[config.mk]
export PLATFORM = sky130hd
export DESIGN_NAME = multi_slot_alarm_timer_top
export DESIGN_NICKNAME = d
export VERILOG_FILES = /design/src/msat_pkg.sv /design/src/multi_slot_alarm_timer_top.sv /design/src/msat_ram.sv
export SDC_FILE = /design/constraint.sdc
export NUM_CORES = 2
export LEC_CHECK = 0
export BUFFER_PORTS_ARGS = -buffer_cell sky130_fd_sc_hd__buf_4
export CAP_MARGIN = 20
export CORE_MARGIN = 3
export CORE_UTILIZATION = 30
export DETAILED_ROUTE_END_ITERATION = 16
export GPL_TIMING_DRIVEN = 0
export HOLD_SLACK_MARGIN = 0.12
export SYNTH_ARGS = -nofsm -noshare
export SYNTH_HDL_FRONTEND = slang
export SYNTH_SLANG_ARGS = --single-unit
[constraint.sdc]
create_clock -name clock -period 10 [get_ports clock]
set_input_delay 1 -clock clock [delete_from_list [all_inputs] [get_ports clock]]
set_output_delay 1 -clock clock [all_outputs]
set_load 0.005 [all_outputs]
[src/msat_pkg.sv]
// Shared types and constants for the multi-slot alarm timer.
// Holds the request and response beat structs, the slot entry layout, the op codes and the result kinds.
// No dependencies.
package msat_pkg;

   localparam logic [2:0] OP_CREATE   = 3'd0;
   localparam logic [2:0] OP_ARM_ONCE = 3'd1;
   localparam logic [2:0] OP_ARM_PER  = 3'd2;
   localparam logic [2:0] OP_CANCEL   = 3'd3;
   localparam logic [2:0] OP_POLL     = 3'd4;

   localparam logic [1:0] KIND_OK    = 2'd0;
   localparam logic [1:0] KIND_FULL  = 2'd1;
   localparam logic [1:0] KIND_FIRED = 2'd2;

   // A poll reports at most this many fired alarms.
   localparam int MAX_FIRED  = 16;
   localparam int FIRE_CNT_W = 5;

   typedef struct packed {
      logic [2:0]  op;
      logic [31:0] alarm_id;
      logic [31:0] delay;
      logic [31:0] period;
      logic [15:0] handler_id;
      logic [62:0] now;
   } req_type;

   typedef struct packed {
      logic [1:0]  kind;
      logic [31:0] fired_alarm;
      logic [15:0] fired_handler;
      logic [3:0]  slot_index;
      logic        last;
   } rsp_type;

   typedef struct packed {
      logic [31:0] identity;
      logic [63:0] due;
      logic [31:0] interval;
      logic [15:0] handler;
   } entry_type;

   localparam int ENTRY_W = $bits(entry_type);

endpackage

[src/multi_slot_alarm_timer_top.sv]
// Top level of the multi-slot alarm timer: a table of SLOTS alarms kept in one RAM.
// Depends on msat_pkg and msat_ram.
//
// Usage: one request beat on req_* carries an op (create, arm one-shot, arm periodic,
// cancel, poll) and the current time. Every request walks the whole slot table, one
// slot per cycle unless a fired beat waits on rsp_stall, through the RAM's registered
// read port, and modifies entries in place. A poll sends one fired beat on rsp_* for
// each due slot with a nonzero handler, up to MAX_FIRED, while the walk proceeds;
// every request ends with one done beat that has last set. The walk through the single
// read port of the slot RAM sets the request rate, and the block takes no new request
// before the done beat of the current one is loaded.
// req_stall stays high from acceptance until the done beat is loaded.
// Results sit in an output register, so the walk continues while an earlier beat is
// still being taken; it pauses only when a new beat must go out and the register is
// still held by rsp_stall.
// Reset clears all slot valid bits and drops any pending beat; the RAM contents are
// not cleared, since an entry's data is only used when its valid bit is set.
module multi_slot_alarm_timer_top #(
   parameter int SLOTS = 16
) (
   input  logic             clock,
   input  logic             reset,
   input  logic             req_valid,
   output logic             req_stall,
   input  msat_pkg::req_type req_data,
   output logic             rsp_valid,
   input  logic             rsp_stall,
   output msat_pkg::rsp_type rsp_data
);

   import msat_pkg::*;

   localparam int IDX_W = (SLOTS > 1) ? $clog2(SLOTS) : 1;

   typedef enum logic [1:0] {
      ST_IDLE,
      ST_SCAN,
      ST_DONE
   } state_type;

   state_type              state_ff, state_in;
   req_type                req_ff, req_in;
   logic [IDX_W-1:0]       idx_ff, idx_in;
   logic [SLOTS-1:0]       valid_ff, valid_in;
   logic                   match_found_ff, match_found_in;
   logic [IDX_W-1:0]       match_idx_ff, match_idx_in;
   logic                   free_found_ff, free_found_in;
   logic [IDX_W-1:0]       free_idx_ff, free_idx_in;
   logic [FIRE_CNT_W-1:0]  fired_cnt_ff, fired_cnt_in;
   logic                   rsp_valid_ff, rsp_valid_in;
   rsp_type                rsp_data_ff, rsp_data_in;

   logic                   ram_we;
   logic [IDX_W-1:0]       ram_waddr;
   entry_type              ram_wdata;
   logic [IDX_W-1:0]       ram_raddr;
   logic [ENTRY_W-1:0]     ram_rbits;
   entry_type              rd_entry;

   logic                   out_busy;
   logic                   slot_live;
   logic                   id_hit;
   logic                   due_hit;
   logic                   fire;
   logic                   hold;
   logic                   idx_last;
   logic [IDX_W:0]         idx_sum;
   logic                   is_arm;
   logic                   arm_ok;
   logic                   arm_full;
   logic [IDX_W-1:0]       target;

   msat_ram #(
      .WIDTH(ENTRY_W),
      .DEPTH(SLOTS)
   ) u_ram (
      .clock  (clock),
      .wr_en  (ram_we),
      .wr_addr(ram_waddr),
      .wr_data(ram_wdata),
      .rd_addr(ram_raddr),
      .rd_data(ram_rbits)
   );

   assign rd_entry  = ram_rbits;
   assign req_stall = (state_ff != ST_IDLE);
   assign rsp_valid = rsp_valid_ff;
   assign rsp_data  = rsp_data_ff;

   // The output register can take a new beat unless it is full and stalled.
   assign out_busy  = rsp_valid_ff && rsp_stall;

   assign slot_live = valid_ff[idx_ff];
   assign id_hit    = slot_live && (rd_entry.identity == req_ff.alarm_id);
   assign due_hit   = slot_live && (rd_entry.due <= {1'b0, req_ff.now});
   assign fire      = (req_ff.op == OP_POLL) && due_hit && (rd_entry.handler != 16'd0)
                      && (fired_cnt_ff < FIRE_CNT_W'(MAX_FIRED));
   assign hold      = fire && out_busy;
   assign idx_sum   = {1'b0, idx_ff} + {{IDX_W{1'b0}}, 1'b1};
   assign idx_last  = (idx_ff == IDX_W'(SLOTS - 1));

   assign is_arm    = (req_ff.op == OP_ARM_ONCE) || (req_ff.op == OP_ARM_PER);
   assign arm_ok    = is_arm && (req_ff.alarm_id != 32'd0) && (match_found_ff || free_found_ff);
   assign arm_full  = is_arm && (req_ff.alarm_id != 32'd0) && !match_found_ff && !free_found_ff;
   assign target    = match_found_ff ? match_idx_ff : free_idx_ff;

   always_comb begin
      state_in       = state_ff;
      req_in         = req_ff;
      idx_in         = idx_ff;
      valid_in       = valid_ff;
      match_found_in = match_found_ff;
      match_idx_in   = match_idx_ff;
      free_found_in  = free_found_ff;
      free_idx_in    = free_idx_ff;
      fired_cnt_in   = fired_cnt_ff;
      rsp_valid_in   = rsp_valid_ff && rsp_stall;
      rsp_data_in    = rsp_data_ff;
      ram_we         = 1'b0;
      ram_waddr      = idx_ff;
      ram_wdata      = rd_entry;
      ram_raddr      = '0;

      unique case (state_ff)
         ST_IDLE: begin
            // Slot 0 is read while idle so that its data is ready for the first scan cycle.
            if (req_valid) begin
               req_in         = req_data;
               idx_in         = '0;
               match_found_in = 1'b0;
               free_found_in  = 1'b0;
               fired_cnt_in   = '0;
               state_in       = ST_SCAN;
            end
         end
         ST_SCAN: begin
            if (hold) begin
               // Re-read the same slot so its data is still there next cycle.
               ram_raddr = idx_ff;
            end else begin
               ram_raddr = idx_last ? '0 : idx_sum[IDX_W-1:0];
               idx_in    = idx_last ? '0 : idx_sum[IDX_W-1:0];
               if (idx_last) begin
                  state_in = ST_DONE;
               end
               priority if ((req_ff.op == OP_CREATE) || (req_ff.op == OP_CANCEL)) begin
                  if (id_hit) begin
                     valid_in[idx_ff] = 1'b0;
                  end
               end else if (is_arm) begin
                  if (id_hit && !match_found_ff) begin
                     match_found_in = 1'b1;
                     match_idx_in   = idx_ff;
                  end
                  if (!slot_live && !free_found_ff) begin
                     free_found_in = 1'b1;
                     free_idx_in   = idx_ff;
                  end
               end else if (req_ff.op == OP_POLL) begin
                  if (due_hit) begin
                     if (rd_entry.interval != 32'd0) begin
                        ram_we        = 1'b1;
                        ram_wdata.due = {1'b0, req_ff.now} + {32'd0, rd_entry.interval};
                     end else begin
                        valid_in[idx_ff] = 1'b0;
                     end
                  end
                  if (fire) begin
                     rsp_valid_in              = 1'b1;
                     rsp_data_in.kind          = KIND_FIRED;
                     rsp_data_in.fired_alarm   = rd_entry.identity;
                     rsp_data_in.fired_handler = rd_entry.handler;
                     rsp_data_in.slot_index    = 4'(idx_ff);
                     rsp_data_in.last          = 1'b0;
                     fired_cnt_in              = fired_cnt_ff + FIRE_CNT_W'(1);
                  end
               end else begin
                  // Other op codes change nothing.
                  fired_cnt_in = fired_cnt_ff;
               end
            end
         end
         ST_DONE: begin
            if (!out_busy) begin
               rsp_valid_in              = 1'b1;
               rsp_data_in.kind          = arm_full ? KIND_FULL : KIND_OK;
               rsp_data_in.fired_alarm   = 32'd0;
               rsp_data_in.fired_handler = 16'd0;
               rsp_data_in.slot_index    = arm_ok ? 4'(target) : 4'd0;
               rsp_data_in.last          = 1'b1;
               if (arm_ok) begin
                  ram_we             = 1'b1;
                  ram_waddr          = target;
                  ram_wdata.identity = req_ff.alarm_id;
                  ram_wdata.due      = {1'b0, req_ff.now} + {32'd0, req_ff.delay};
                  ram_wdata.interval = (req_ff.op == OP_ARM_PER) ? req_ff.period : 32'd0;
                  ram_wdata.handler  = req_ff.handler_id;
                  valid_in[target]   = 1'b1;
               end
               state_in = ST_IDLE;
            end
         end
         default: begin
            state_in = ST_IDLE;
         end
      endcase
   end

   always_ff @(posedge clock) begin
      if (reset) begin
         state_ff       <= ST_IDLE;
         valid_ff       <= '0;
         match_found_ff <= 1'b0;
         free_found_ff  <= 1'b0;
         fired_cnt_ff   <= '0;
         rsp_valid_ff   <= 1'b0;
         idx_ff         <= '0;
      end else begin
         state_ff       <= state_in;
         valid_ff       <= valid_in;
         match_found_ff <= match_found_in;
         free_found_ff  <= free_found_in;
         fired_cnt_ff   <= fired_cnt_in;
         rsp_valid_ff   <= rsp_valid_in;
         idx_ff         <= idx_in;
      end
      req_ff       <= req_in;
      match_idx_ff <= match_idx_in;
      free_idx_ff  <= free_idx_in;
      rsp_data_ff  <= rsp_data_in;
   end

endmodule

[src/msat_ram.sv]
// Generic single-port-write, single-port-read RAM with a registered read.
// Used for the alarm slot table. No dependencies.
module msat_ram #(
   parameter int WIDTH = 8,
   parameter int DEPTH = 16
) (
   input  logic                                       clock,
   input  logic                                       wr_en,
   input  logic [((DEPTH > 1) ? $clog2(DEPTH) : 1)-1:0] wr_addr,
   input  logic [WIDTH-1:0]                           wr_data,
   input  logic [((DEPTH > 1) ? $clog2(DEPTH) : 1)-1:0] rd_addr,
   output logic [WIDTH-1:0]                           rd_data
);

   logic [WIDTH-1:0] mem_ff [DEPTH];
   logic [WIDTH-1:0] rd_data_ff;

   always_ff @(posedge clock) begin
      if (wr_en) begin
         mem_ff[wr_addr] <= wr_data;
      end
      rd_data_ff <= mem_ff[rd_addr];
   end

   assign rd_data = rd_data_ff;

endmodule

**Yosys cells after proc, flatten, opt, wreduce, memory -nomap -nowiden**

Memory sizes are Yosys's and may differ from the RTL's. A register that Yosys moved wholly into a read port is not among the register bits.
Index checks and enable logic that the tools add are counted.

- $add $sub $neg: 4
- Multipliers: 0
- Div/mod/pow operators: 0
- Magnitude comparators: 6
- Eq/ne operators: 25
- Shift operators: 0
- Muxes and demuxes: 86
- Bitwise gates (word level): 5
- Reductions and logical operators: 39

Operators by type and width:

| cell | number |
|---|---|
| $mux W64 | 6 |
| $mux W55 | 6 |
| $mux W144 | 2 |
| $mux W16 | 9 |
| $add A63 B32 Y64 | 2 |
| $pmux W64 S2 | 1 |
| $pmux W55 S2 | 1 |
| $le A64 B63 Y1 | 1 |
| $mux W32 | 2 |
| $reduce_bool A32 Y1 | 2 |
| $mux W48 | 1 |
| $mux W4 | 9 |
| $eq A32 B32 Y1 | 1 |
| $pmux W16 S2 | 1 |
| $mux W5 | 6 |
| $mux W1 | 28 |
| $ne A2 B2 Y1 const B | 12 |
| $and A16 B16 Y16 | 1 |
| $not A16 Y16 | 1 |
| $or A16 B16 Y16 | 1 |
| $reduce_bool A16 Y1 | 1 |
| $logic_and A1 B1 Y1 | 15 |
| $ne A3 B3 Y1 const B | 5 |
| $reduce_and A7 Y1 | 2 |
| 29 further kinds | 49 |

- Flip-flop bits (word level): 271
- Bits in latches: 0
- Bits in writable memories: 2304
- Bits in read-only memories: 0
- Input port bits: 182
- Output and inout port bits: 57
- Logic and storage cells: 186
- Memories kept: 1

Memory list:

| memory | depth | bits a word | read ports | clocked after memory_dff | wr ports | line | source |
|---|---|---|---|---|---|---|---|
| u_ram.mem_ff | 16 | 144 | 1 | 1 | 1 | msat_ram.sv:15 | `logic [WIDTH-1:0] mem_ff [DEPTH];` |

**Longest topological paths before layout**

- Word-level depth: 13
- Mapped depth: 18
- Depth with buffers taken out: 13

**Cells and area by module**

Synthesis repeated with hierarchy kept, for this count alone.

- Cells, all modules: 5585
- Area total of the unflattened synthesis: 107835.9 µm²

Modules (own cells, without submodules):

| module | times used | cells each | area an instance (µm²) | seq. area each (µm²) |
|---|---|---|---|---|
| msat_ram | 1 | 3773 | 89444.5 | 72069.1 |
| multi_slot_alarm_timer_top | 1 | 1812 | 18391.4 | 7837.5 |

**Least setup slack after synthesis**

OpenSTA, ideal clock, no wires.

- Path kind: reg-to-reg
- Start: reg req_ff[1] (netlist name)
- End: mem u_ram.mem_ff[11][0] (netlist name), enable pin
- Library setup time: 0.649 ns
- Arrival time: 9.150 ns
- Data required time: 9.351 ns
- Slack: 0.201 ns
- Cell stages (with the launch flop): 14
- Path buffers: 1
- Clock period less this slack: 9.799 ns
- Cells stage by stage: edfxtp_1 inv_1 ha_1 nor2b_1 o211ai_1 a2111oi_0 or4_1 a32oi_2 a21boi_2 nor3_1 clkbuf_1 a31oi_1 or3_1 nor2_1

- Word-level cells in the longest chain between the ends: 10
- Elaborated cells on any way between the ends: 14
- Classes of those cells: order compare: 1; mux: 8; reduce/logical: 5

RTL lines:

| item | line | source |
|---|---|---|
| start: declaration | multi_slot_alarm_timer_top.sv:42 | `req_type req_ff, req_in;` |
| start signal: assignment | multi_slot_alarm_timer_top.sv:227 | `req_ff <= req_in;` |
| $le A64 B63 Y1 (*) | multi_slot_alarm_timer_top.sv:95 | `assign due_hit = slot_live && (rd_entry.due <= {1'b0, req_ff.now});` |
| $logic_and A1 B1 Y1 (*) | multi_slot_alarm_timer_top.sv:95 |  |
| $mux W1 / $logic_and A1 B1 Y1 (equally long branches) | multi_slot_alarm_timer_top.sv:160, multi_slot_alarm_timer_top.sv:96 |  |
| $mux W1 / $logic_and A1 B1 Y1 (equally long branches) | multi_slot_alarm_timer_top.sv:159, multi_slot_alarm_timer_top.sv:96 |  |
| $mux W1 / $logic_and A1 B1 Y1 (equally long branches) | multi_slot_alarm_timer_top.sv:150, multi_slot_alarm_timer_top.sv:97 |  |
| $mux W1 / $logic_and A1 B1 Y1 (equally long branches) | multi_slot_alarm_timer_top.sv:146, multi_slot_alarm_timer_top.sv:98 |  |
| $mux W1 (*) | multi_slot_alarm_timer_top.sv:137 | `if (hold) begin` |
| $pmux W1 S2 (*) | multi_slot_alarm_timer_top.sv:124 | `unique case (state_ff)` |
| $mux W1 (*) | msat_ram.sv:19 | `if (wr_en) begin` |
| $mux W1 (not written as such) (*) | msat_ram.sv:20 | `mem_ff[wr_addr] <= wr_data;` |
| end: declaration | msat_ram.sv:15 |  |

Every way passes the cells marked *; elsewhere a longest branch is shown, timed or not.

**Worst setup path after layout**

- Start: reg req_ff[145] (netlist name)
- End: mem u_ram.mem_ff[7][20] (netlist name), enable pin

- Word-level cells in the longest chain between the ends: 8
- Elaborated cells on any way between the ends: 11
- Classes of those cells: mux: 8; reduce/logical: 3

RTL lines:

| item | line | source |
|---|---|---|
| $reduce_bool A32 Y1 (*) | multi_slot_alarm_timer_top.sv:103 | `assign arm_ok = is_arm && (req_ff.alarm_id != 32'd0) && (match_found_ff \|\| free_found_ff);` |
| $logic_and A1 B1 Y1 (*) (2 in a row) | multi_slot_alarm_timer_top.sv:103 |  |
| $mux W1 | multi_slot_alarm_timer_top.sv:191 | `if (arm_ok) begin` |
| $mux W1 | multi_slot_alarm_timer_top.sv:184 | `if (!out_busy) begin` |
| $pmux W1 S2 | multi_slot_alarm_timer_top.sv:124 |  |
| $mux W1 | msat_ram.sv:19 |  |
| $mux W1 (not written as such) | msat_ram.sv:20 |  |

Marked as above.

==> summary.txt <==
Clocking
  • CTS tree: yes
  • Worst-case clock buffer depth: 4
  • Clk root buf: clkbuf_16
  • CTS Hold Buffers Added: 0
  • Clock-pin slew on the worst setup and hold paths: 0.06 ns
  • Post-CTS Setup Inserts: 0
  • # clock sinks: 2719
  • Total CTS buffers: 302
  • Clock Latency Late Sink: 0.96 ns
  • Htree depth: 5
  • Post-cts resize count: 0

Outcome
  • Failing checks: max-slew violations
  • Status: finished with violations

Worst setup path
  • Critical path class: flip-flop to flip-flop
  • Largest fanout on the critical path: 23
  • Data arrival time of the critical path: 8.85 ns
  • Critical path endpoint: u_ram.mem_ff[7][20]$_DFFE_PP_
  • Worst R2R End: u_ram.mem_ff[7][20]$_DFFE_PP_
  • RR Startpoint: req_ff[145]$_DFFE_PP_
  • CP Capture Type: flip-flop
  • CP startpoint: req_ff[145]$_DFFE_PP_
  • Worst setup SP type: flip-flop
  • CP required: around 11 ns
  • Register-to-Register Path Depth: 18
  • R2r setup slk: approximately 1.7 ns

GRT
  • Total GRT Usage: 0.2000
  • Vias in the first global route: roughly 72000
  • First-pass GRT wire length: around 550000 um
  • Gr ovfl total: 0
  • Initial antenna violation count: 29
  • Largest net degree at the start of global routing: 60

Synthesis
  • Post-synth EDFFs: 2545
  • Syn Nets: 8634
  • Post-synthesis cell area: approximately 0.11 mm2
  • Leading area contributor after synthesis: edfxtp_1
  • Sequential area share after synthesis: 0.7200
  • Number of synthesized register bits: 2719
  • Synth Area in Compound Gates: 0.06029
  • Main combinational cell family by area after synthesis: simple AND/OR/NAND/NOR gates
  • Top post-synthesis cells by area: edfxtp_1 69%, nand2_1 7.0%, nand3_1 4.6%
  • Asr flop ratio synth: 0
  • Simple-Gate Fraction of Synth Area: 0.1410
  • Post-Synth Adder-Cell Area: 0.01569
  • Top FF cell, synth: edfxtp_1
  • Mux cell area share after synthesis: 0.02870
  • Post-Synthesis Mean Instance Area: approximately 13 um2
  • YS warnings: 0
  • Library cells used by synthesis: 85
  • Synth Instances: 8314
  • Xor/xnor cell area share of the yosys netlist: 0.01034
  • Yosys top cell area share: 0.6886

Floorplan
  • Core outline area: 0.3669 mm2
  • Cell Rows: 222
  • Die Area: 0.3773 mm2
  • Die Ht: 614.2 um
  • Initial core utilization: 0.3025
  • DIE WIDTH: 614.2 um
  • Ports: approximately 240

Timing
  • Endpoints failing hold: 0
  • Final min period: 8.262 ns
  • Slew Limit Fails: 1
  • Final setup violation count: 0
  • Fmax: between 0.1 and 0.15 GHz
  • Hold WS: between 0.2 and 0.25 ns
  • Clk_skew: a little over 0.09 ns
  • Setup WS post-layout: 1.738 ns
  • Crit share post-route: 0.8262
  • TNS Setup: 0 ns
  • Rel. slew slack: -0.01158
  • RSZ-0062 raised after global routing: no
  • Worst-margin pin slew: 1.517 ns

Min path
  • HP Class: input pin to flip-flop
  • Worst hold stages: 1
  • HP Start: req_data[81]

Routing
  • Antenna-violating nets left: 0
  • Drt wl/cell: 27.68 um
  • DRT Pass-1 Iters: 7
  • Via count: approximately 76000
  • DR vias/cell: around 5.3
  • Initial DRC Count: between 10000 and 15000
  • DRC viols: 0
  • DRT Wirelength: 393900 um

Layout
  • Share of layout cells above drive strength 1: 0.1401
  • Post-route cell area: 0.1322 mm2
  • Syn-to-layout area delta: 19.09%
  • Final core utilization: 0.3602
  • Final Instance Count excl. Fillers: 14227
  • Nets: 9356

Power
  • Peak supply drop: 0.1571 mV
  • Total power: 39.29 mW
  • Leak Pwr: 45.20 nW
  • Power per cell area: 297.2 mW/mm2

Placed design
  • Placed Cells: between 10000 and 15000
  • Detailed placement HPWL: 286700 um
  • PortBufs: 237
  • DP Worst Slack: 2.165 ns
  • Placer Congestion: 0.9197
  • Placed cell areas: 0.1223 mm2

Flow run
  • Maximum Capacitance Violations: 0
worst max-delay path, stage by stage (launching register included):
cell and delay (ns):
edfxtp_1 0.58, nor4_1 0.50, buf_2 0.27, nand4_1 0.60
o21ai_0 0.73, or3_1 0.19, clkbuf_1 0.58, inv_1 0.43
nand2_1 0.24, clkbuf_1 0.75, clkbuf_1 0.44, nand2_1 0.13
o21ai_0 0.17, nand2_1 0.32, nor2_4 0.81, buf_12 0.31
buf_12 0.24, buf_12 0.25, buf_12 0.22
placed cells by master (no fill, tap or decap), types with 26 or more instances in the layout:
master / Yosys / final
clkbuf_16: 0 / 305
a22oi_1: 30 / 30
buf_2: 201 / 206
buf_1: 31 / 31
mux2_2: 48 / 48
o21ai_0: 97 / 75
nand2_1: 2083 / 2083
inv_1: 105 / 105
nand4_1: 100 / 100
o21ai_1: 9 / 29
nor2_1: 127 / 110
nor3_1: 46 / 46
xnor2_1: 106 / 106
o22ai_1: 30 / 29
ha_1: 136 / 136
a221oi_2: 73 / 73
a21oi_1: 124 / 124
nand3_1: 1014 / 1014
clkbuf_8: 0 / 26
nor4_1: 40 / 37
a31oi_1: 88 / 87
edfxtp_1: 2545 / 2545
a21o_1: 39 / 39
a32oi_1: 170 / 170
a22o_1: 35 / 35
mux2i_1: 253 / 253
clkinv_1: 4 / 56
buf_4: 30 / 295
buf_12: 0 / 93
nor2b_1: 59 / 59
dfxtp_1: 174 / 174
clkbuf_1: 208 / 272
clkinv_2: 0 / 46
where the power goes:
part           switching (mW)  internal, mW
registers                1.14          15.0
logic                    8.83          3.30
clock network            4.69          6.28
total                    14.7          24.6
cell families after synthesis:
logic type | after synthesis
xor+xnor | 131
mux | 306
simple gates | 3579
compound gates | 852
buf+inv | 589
flops | 2719
fa+ha+maj | 138
final cells by class:
cell class	instances	area, um2
Fill cell	34841	234800
Sequential cell	2719	79910
Multi-Input combinational cell	5006	28690
Clock buffer	397	8238
Tap cell	4928	6166
Timing Repair Buffer	418	4964
Buffer	480	2256
Clock inverter	158	1519
Inverter	109	409.1
Antenna cell	12	30.03
layer usage:
metal  up-vias  global-route usage  routed length, um
li1      32485                   -                  -
met1     38236              0.2814             162600
met2      4589              0.2967             169500
met3       723             0.03671              39980
met4        10             0.09669              21740
met5         -                   0                 51
how the worst min path moves through the flow:
stage	to	slack, ns
after floorplan	fired_cnt_ff[4]$_SDFFE_PP0P_	0.44
after global placement	fired_cnt_ff[3]$_SDFFE_PP0P_	0.49
after detailed placement	free_found_ff$_SDFFE_PP0P_	0.51
after CTS	req_ff[79]$_DFFE_PP_	0.16
after global routing	req_ff[79]$_DFFE_PP_	0.20
final	req_ff[81]$_DFFE_PP_	0.23
cell usage after synthesis, drive strengths merged (6+ instances only):
cell type / n
edfxtp: 2545
nand2: 2083
nand3: 1014
buf: 271
mux2i: 253
clkbuf: 208
dfxtp: 174
a32oi: 172
ha: 136
nor2: 131
a21oi: 124
o21ai: 106
xnor2: 106
inv: 105
nand4: 101
a31oi: 89
a221oi: 82
nor2b: 59
nor3: 51
mux2: 48
nor4: 41
a21o: 39
a22o: 35
a22oi: 30
o22ai: 30
xor2: 25
and3: 22
and2: 18
o221ai: 16
a311o: 14
a221o: 12
nand2b: 12
o31ai: 12
o211ai: 11
o21bai: 11
or2: 11
or3: 11
a211oi: 9
o21a: 9
a2111oi: 8
nor4b: 8
o311ai: 6
or4: 6
sequential cells by signal (all words and copies together) (netlist names):
| signal | cells |
|---|---|
| valid_ff | 16 |
| idx_ff | 4 |
| u_ram.mem_ff | 2304 |
| rsp_valid | 1 |
| fired_cnt_ff | 5 |
| state_ff | 2 |
| free_found_ff | 1 |
| rsp_data | 55 |
| u_ram.rd_data | 144 |
| match_idx_ff | 4 |
| req_ff | 178 |
| match_found_ff | 1 |
| free_idx_ff | 4 |
(Power assumes the default switching activity.)
